===== config.mk =====
export PLATFORM = sky130hd
export DESIGN_NAME = bb3_ctrl
export DESIGN_NICKNAME = d
export VERILOG_FILES = /design/src/rtl/core/bb3_pkg.sv /design/src/rtl/core/bb3_ctrl.sv
export VERILOG_INCLUDE_DIRS = /design/src /design/src/rtl/core
export SDC_FILE = /design/constraint.sdc
export NUM_CORES = 1
export LEC_CHECK = 0
export BUFFER_PORTS_ARGS = -buffer_cell sky130_fd_sc_hd__clkbuf_2
export CORE_AREA = 2 2 104 106
export CTS_CLUSTER_DIAMETER = 40
export DETAILED_ROUTE_END_ITERATION = 12
export DIE_AREA = 0 0 106 108
export GPL_ROUTABILITY_DRIVEN = 0
export MAX_ROUTING_LAYER = met4
export PLACE_DENSITY = 0.76
export SETUP_SLACK_MARGIN = 0.02
export SYNTH_ARGS = -nofsm -noshare
export SYNTH_HDL_FRONTEND = slang
export SYNTH_SLANG_ARGS = --single-unit

===== constraint.sdc =====
create_clock -name i_clk -period 3 [get_ports i_clk]
set_clock_uncertainty 0.05 [all_clocks]
set_input_delay 0.6 -clock i_clk [delete_from_list [all_inputs] [get_ports i_clk]]
set_output_delay 0.6 -clock i_clk [all_outputs]
set_load 0.005 [all_outputs]

===== src/rtl/core/box_blur_3x3_rgb_unit_assert.svh =====
// Assertion macros used by the box blur controller
`ifndef BOX_BLUR_3X3_RGB_UNIT_ASSERT_SVH
`define BOX_BLUR_3X3_RGB_UNIT_ASSERT_SVH

// same-cycle implication, checked out of reset
`define BB3_ASSERT_IMP(lbl, ante, cons, msg) \
    lbl: assert property (@(posedge i_clk) disable iff (!i_rst_n) (ante) |-> (cons)) \
        else $error(msg);

// next-cycle implication, checked out of reset
`define BB3_ASSERT_NXT(lbl, ante, cons, msg) \
    lbl: assert property (@(posedge i_clk) disable iff (!i_rst_n) (ante) |=> (cons)) \
        else $error(msg);

`endif


===== src/rtl/core/bb3_pkg.sv =====
// Types, constants and helper functions of the 3x3 RGB box blur
package bb3_pkg;

    localparam int MAX_WIDTH_DEF = 2048;
    localparam int RECIP_SHIFT   = 18;

    typedef struct packed {
        logic       cmd;
        logic [7:0] red_in;
        logic [7:0] green_in;
        logic [7:0] blue_in;
    } t_in_item;

    typedef struct packed {
        logic [7:0] red_out;
        logic [7:0] green_out;
        logic [7:0] blue_out;
        logic       frame_last;
    } t_out_item;

    typedef enum logic [2:0] {
        S_IDLE,
        S_SHIFT,
        S_SUM,
        S_MUL,
        S_OUT,
        S_DRD,
        S_DCAP
    } t_state;

    localparam logic CMD_PIXEL = 1'b0;
    localparam logic CMD_DRAIN = 1'b1;

    typedef struct packed {
        logic       cap_in;
        logic       rd;
        logic       wr;
        logic       shift;
        logic       dcap;
        logic [1:0] dcol;
        logic       sum;
        logic       mul;
        logic       load;
        logic       last;
        logic [8:0] mask;
    } t_dp_cmd;

    typedef struct packed {
        logic out_free;
    } t_dp_stat;

    // ceil(2^RECIP_SHIFT / (2*n))
    function automatic logic [17:0] f_recip(input logic [3:0] n);
        logic [17:0] m;
        case (n)
            4'd1:    m = 18'd131072;
            4'd2:    m = 18'd65536;
            4'd3:    m = 18'd43691;
            4'd4:    m = 18'd32768;
            4'd5:    m = 18'd26215;
            4'd6:    m = 18'd21846;
            4'd7:    m = 18'd18725;
            4'd8:    m = 18'd16384;
            4'd9:    m = 18'd14564;
            default: m = 18'd0;
        endcase
        return m;
    endfunction

    // window cells in rows r0..r1 and columns c0..c1
    function automatic logic [8:0] f_mask(input logic [1:0] r0, input logic [1:0] r1,
                                          input logic [1:0] c0, input logic [1:0] c1);
        logic [8:0] m;
        m = '0;
        for (int i = 0; i < 3; i++) begin
            for (int j = 0; j < 3; j++) begin
                m[i*3+j] = (2'(i) >= r0) && (2'(i) <= r1) && (2'(j) >= c0) && (2'(j) <= c1);
            end
        end
        return m;
    endfunction

endpackage


===== src/rtl/core/bb3_ctrl.sv =====
// Controller of the box blur: sequencer, frame counters and window selection
module bb3_ctrl #(
    parameter int MAX_WIDTH = bb3_pkg::MAX_WIDTH_DEF,
    parameter int AW        = (MAX_WIDTH > 1) ? $clog2(MAX_WIDTH) : 1
) (
    input  logic              i_clk,
    input  logic              i_rst_n,
    input  logic              i_valid,
    input  logic              i_cmd,
    output logic              o_stall,
    input  logic [11:0]       i_width,
    input  logic [15:0]       i_height,
    output bb3_pkg::t_dp_cmd  o_cmd,
    output logic [AW-1:0]     o_addr,
    input  bb3_pkg::t_dp_stat i_stat
);
    import bb3_pkg::*;

    `include "box_blur_3x3_rgb_unit_assert.svh"

    localparam logic [13:0] MAXW = 14'(MAX_WIDTH);

    t_state        r_state, n_state;
    logic [15:0]   r_row;
    logic [AW-1:0] r_col;
    logic [AW-1:0] r_drain;
    logic [1:0]    r_j;
    logic [8:0]    r_mask_a, r_mask_b;
    logic          r_last_a;
    logic [1:0]    r_pend;

    logic [13:0] w_weff;
    logic [15:0] h_eff;
    logic        w_lastcol, w_dlast, w_need1, w_need2;
    logic [1:0]  w_r0;
    logic [8:0]  w_m1, w_m2, w_dmask;
    logic [AW:0] w_daddr;

    always_comb begin
        if (i_width == 12'd0) begin
            w_weff = 14'd1;
        end else if (14'(i_width) > MAXW) begin
            w_weff = MAXW;
        end else begin
            w_weff = 14'(i_width);
        end
        h_eff     = (i_height == 16'd0) ? 16'd1 : i_height;
        w_lastcol = (14'(r_col) + 14'd1) >= w_weff;
        w_dlast   = (14'(r_drain) + 14'd1) >= w_weff;
        w_r0      = (r_row >= 16'd2) ? 2'd0 : 2'd1;
        w_need1   = (r_row >= 16'd1) && (r_col != '0);
        w_need2   = (r_row >= 16'd1) && w_lastcol;
        w_m1      = f_mask(w_r0, 2'd2, (14'(r_col) >= 14'd2) ? 2'd0 : 2'd1, 2'd2);
        w_m2      = f_mask(w_r0, 2'd2, (r_col != '0) ? 2'd1 : 2'd2, 2'd2);
        w_dmask   = f_mask((h_eff >= 16'd2) ? 2'd0 : 2'd1, 2'd1,
                           (r_drain != '0) ? 2'd0 : 2'd1, w_dlast ? 2'd1 : 2'd2);
        w_daddr   = {1'b0, r_drain} + (AW+1)'(r_j) - (AW+1)'(1);
    end

    always_comb begin
        n_state = r_state;
        case (r_state)
            S_IDLE: begin
                if (i_valid && i_cmd == CMD_PIXEL && r_row < h_eff) begin
                    n_state = S_SHIFT;
                end else if (i_valid && i_cmd == CMD_DRAIN && r_row >= h_eff) begin
                    n_state = S_DRD;
                end
            end
            S_SHIFT: n_state = (w_need1 || w_need2) ? S_SUM : S_IDLE;
            S_SUM:   n_state = S_MUL;
            S_MUL:   n_state = S_OUT;
            S_OUT: begin
                if (i_stat.out_free) begin
                    n_state = (r_pend == 2'd2) ? S_SUM : S_IDLE;
                end
            end
            S_DRD:   n_state = S_DCAP;
            S_DCAP:  n_state = (r_j == 2'd2) ? S_SUM : S_DRD;
            default: n_state = S_IDLE;
        endcase
    end

    always_comb begin
        o_cmd   = '0;
        o_addr  = r_col;
        o_stall = (r_state != S_IDLE);
        case (r_state)
            S_IDLE: begin
                o_cmd.cap_in = i_valid;
                o_cmd.rd     = i_valid;
            end
            S_SHIFT: begin
                o_cmd.wr    = 1'b1;
                o_cmd.shift = 1'b1;
            end
            S_SUM: begin
                o_cmd.sum  = 1'b1;
                o_cmd.mask = r_mask_a;
            end
            S_MUL: o_cmd.mul = 1'b1;
            S_OUT: begin
                o_cmd.load = i_stat.out_free;
                o_cmd.last = r_last_a;
            end
            S_DRD: begin
                o_cmd.rd = 1'b1;
                o_addr   = w_daddr[AW-1:0];
            end
            S_DCAP: begin
                o_cmd.dcap = 1'b1;
                o_cmd.dcol = r_j;
            end
            default: begin
            end
        endcase
    end

    always_ff @(posedge i_clk) begin
        if (!i_rst_n) begin
            r_state <= S_IDLE;
        end else begin
            r_state <= n_state;
        end
    end

    always_ff @(posedge i_clk) begin
        if (!i_rst_n) begin
            r_row    <= '0;
            r_col    <= '0;
            r_drain  <= '0;
            r_j      <= '0;
            r_pend   <= '0;
            r_last_a <= 1'b0;
            r_mask_a <= '0;
            r_mask_b <= '0;
        end else begin
            case (r_state)
                S_IDLE: r_j <= '0;
                S_SHIFT: begin
                    r_last_a <= 1'b0;
                    if (w_need1) begin
                        r_mask_a <= w_m1;
                        r_mask_b <= w_m2;
                        r_pend   <= w_need2 ? 2'd2 : 2'd1;
                    end else begin
                        r_mask_a <= w_m2;
                        r_pend   <= w_need2 ? 2'd1 : 2'd0;
                    end
                    if (w_lastcol) begin
                        r_col <= '0;
                        r_row <= r_row + 16'd1;
                    end else begin
                        r_col <= r_col + 1'b1;
                    end
                end
                S_OUT: begin
                    if (i_stat.out_free) begin
                        r_mask_a <= r_mask_b;
                        r_last_a <= 1'b0;
                        r_pend   <= r_pend - 2'd1;
                    end
                end
                S_DCAP: begin
                    r_j <= r_j + 2'd1;
                    if (r_j == 2'd2) begin
                        r_mask_a <= w_dmask;
                        r_last_a <= w_dlast;
                        r_pend   <= 2'd1;
                        if (w_dlast) begin
                            r_row   <= '0;
                            r_col   <= '0;
                            r_drain <= '0;
                        end else begin
                            r_drain <= r_drain + 1'b1;
                        end
                    end
                end
                default: begin
                end
            endcase
        end
    end

    `BB3_ASSERT_IMP(a_load_free, o_cmd.load, i_stat.out_free, "result loaded into busy output")
    `BB3_ASSERT_IMP(a_out_pend, r_state == S_OUT, r_pend == 2'd1 || r_pend == 2'd2, "no pending result in output state")
    `BB3_ASSERT_NXT(a_pix_shift, r_state == S_IDLE && i_valid && i_cmd == CMD_PIXEL && r_row < h_eff, r_state == S_SHIFT, "pixel transaction not shifted in")
    `BB3_ASSERT_NXT(a_drain_sum, r_state == S_DCAP && r_j == 2'd2, r_state == S_SUM && r_pend == 2'd1, "drain column fetch did not end in a sum")

endmodule


==> impl_metrics.toml <==
[outcome]
outcome = "finished with violations"
violations = "negative setup slack"

[yosys]
synth-edff-count = 0
ys_async_sr_fraction_pct = 0
yosys.cell_types.count = 82
synth_top_area_share_pct = 21.8
synthCells = 671
ys_warn_count = 0
synth-seq-cells = 59
ys_top_cells_by_area = "dfxtp_1 22%, ha_1 18%, nand2_1 4.2%"
synth-main-ff-cell = "dfxtp_1"
syn_area_um2 = 5410
ys_seq_area_share_pct = 21.8
syn_avg_cell_area_um2 = 8.07
syn-num-nets = 781
synth_top_cell_by_area = "dfxtp_1"

[timing]
fin_setup_tns_ns = -6.35
setup_viol = 45
drv_slew = 0
rsz0062_at_grt = "yes"
min_period_ns = 3.40
fin_ws_ns = -0.396
fin_crit_sh_pct = 113
worstMarginPinSlew_ns = 0.586
maxSlewHeadroom_pct = 60.9
fin_hold_ws_ns = 0.432
fmax_ghz = 0.294
finalHoldViolCount = 0

[setup_path]
crit_path_end_kind = "output port"
critPathMostFrequentCell = "ha_4"
required_ns = 2.35
max_stage_delay_ns = 0.34
cp_max_fo = 2
critPathTopFamily = "compound AO/OA/AOI/OAI gates"
path_class = "reg2out"
start_kind = "flop"
critical_path_arrival_ns = 2.75
path_cells = "inv_2 > buf_6 > ha_4 > inv_4 > ha_4 > a21o_1 > a221o_1 > a31o_2 > a31oi_4 > xnor2_2 > o21ai_1 > buf_2"
cp_slowest_cell = "dfxtp_2"
cp_num_buf_inv = 4

[floorplan]
dieArea_um2 = 11400
die_h_um = 108
rows = 37
start_util_pct = 52.9
core_area_um2 = 10200
num_io_pins = 65
die_w_um = 106

[job]
drv_cap = 0

[power]
power_density_nw_per_um2 = 342
pwr-share-clk_pct = 35.9
power.switching_uw = 814
seq_power_share_pct = 34.6
total_power_uw = 2530
switching_share_pct = 32.1
p_comb_share_pct = 29.5
leakagePower_uw = 0.00325
p_int_uw = 1720
ir_drop_mv = 0.242

[cts]
clockBufferDepth = 2
clk_pin_slew_ns = 0.07
cts_root_buffer = "clkbuf_8"
cts_buffers = 9
clock_latency_ns = 0.35
h-tree-depth = 3
cts.sinks = 59
cts_tree = "yes"

[detailed_routing]
dr_total_vias = 5909
first_iter_violations = 507
wl_um = 18500
dr.pass1.iters = 7
post_drt_wl_per_cell_um = 19.4
drc = 0
ant_nets = 0
via_per_inst = 6.22

[grt]
grt_pass1_vias = 5430
grt_max_degree = 27
antenna_found_initial = 0
grt_pass1_wl_um = 25200
grt_usage_pct = 28.2
gr-total-overflow = 0

[place]
place_area_um2 = 6360
dp_hpwl_um = 11900
io_buffers = 64

[final_layout]
num_antenna_cells = 0
nets = 919
fin_util_pct = 72.5
areaGrowthSynthToFinish_pct = 37.0
fillers = 690
fin_area_um2 = 7410
layout-drive-gt1-share_pct = 37.1

[hold_path]
min_path_type = "reg2reg"
## power groups by stage
| stage | Sequential, uW | Clock (uW) | Combinational, uW |
|---|---|---|---|
| floorplan | 869 | 0 | 433 |
| global placement | 884 | 0 | 606 |
| detailed placement | 889 | 0 | 626 |
| CTS | 871 | 922 | 651 |
| global route | 881 | 955 | 806 |
| finish | 876 | 910 | 747 |
## sequential cells by signal, indices dropped and copies added (netlist names)
register	flops
r_j	2
r_state	3
r_pend	2
r_mask_b	4
r_drain	11
r_col	11
r_row	16
r_mask_a	9
r_last_a	1
## synthesized netlist by cell type (all sizes together), types with 4 or more instances
| cell | n |
|---|---|
| a2111oi | 5 |
| a211oi | 9 |
| a21oi | 40 |
| a31oi | 9 |
| and2 | 9 |
| and3 | 12 |
| buf | 15 |
| clkbuf | 16 |
| dfxtp | 59 |
| ha | 76 |
| inv | 52 |
| mux2i | 11 |
| nand2 | 61 |
| nand2b | 19 |
| nand3 | 24 |
| nand4 | 16 |
| nor2 | 48 |
| nor3 | 21 |
| nor3b | 7 |
| nor4 | 16 |
| o211ai | 10 |
| o21a | 8 |
| o21ai | 26 |
| o311ai | 4 |
| o31ai | 9 |
| o32ai | 4 |
| o41ai | 4 |
| or3 | 4 |
| or4 | 4 |
| xnor2 | 15 |
| xor2 | 8 |
## stage by stage
step / instances / setup WS (ns)
detailed placement: 917 / -0.361
global placement: 917 / -0.141
CTS: 935 / -0.261
finish: 950 / -0.396
floorplan: 671 / 0.0169
global route: 950 / -0.429
## logic make-up after synthesis
group	share of synthesized area (%)
muxes	2.45
AOI/OAI and AO/OA	21.6
adders and majority gates	17.9
and+or+nand+nor	25.4
buffers and inverters	7.00
xor gates and xnor gates	3.72
DFF	21.8
## cell usage in the layout (no fill, tap or decap), drive strengths merged, types with 7 or more instances in the layout
master  instances
buf            98
ha             76
clkbuf         70
nand2          61
dfxtp          59
inv            52
nor2           48
a21oi          40
o21ai          26
nand3          24
nor3           21
nand2b         19
nand4          16
nor4           16
xnor2          15
and3           12
mux2i          11
o211ai         10
and2            9
a31oi           9
a211oi          9
o21a            9
o31ai           9
xor2            8
nor3b           7
## worst paths after layout
path                            cells past startpoint  slack (ns)          end   startpoint
worst max-delay path                               12       -0.40   o_addr[10]   r_drain[1]
worst min-delay path                                2        0.43  r_mask_b[5]  r_mask_b[5]
worst max register to register                     12       -0.25     r_row[7]   r_drain[2]
worst min register to register                      2        0.43  r_mask_b[5]  r_mask_b[5]
## worst register-to-register path, delay by kind of cell (launching register included)
kind / cells / cell delay [ns]
and+or+nand+nor: 5 / 1.27
buffers and inverters: 2 / 0.30
AOI/OAI and AO/OA: 2 / 0.23
xor gates and xnor gates: 1 / 0.36
adders and majority gates: 2 / 0.59
DFF: 1 / 0.38
## area by class of cell
class	count	area, um^2	share of cell area, %
multi-input combinational	529	4480	60.5
clock buffer	11	141	1.91
clock inverter	5	100	1.35
timing repair buffer	157	1120	15.2
sequential	59	1190	16.1
tap	136	170	2.30
inverter	53	204	2.75
## layer usage
| layer | track usage (%) | part of all wire [%] | vias to the layer above |
|---|---|---|---|
| li1 | - | - | 2724 |
| met1 | 32.1 | 38 | 2794 |
| met2 | 49.7 | 51 | 306 |
| met3 | 4.94 | 6.5 | 85 |
| met4 | 10.6 | 4.7 | 0 |
| met5 | - | 0 | - |
## timing repair
item,4_1_cts,5_1_grt
hold buffers,0,0
gates cloned,0,3
setup buffers,2,13
endpoints found under the setup margin,42,53
gates resized for setup,35,110
pin swaps,15,49
No activity file was read; power rests on OpenSTA's default activity.
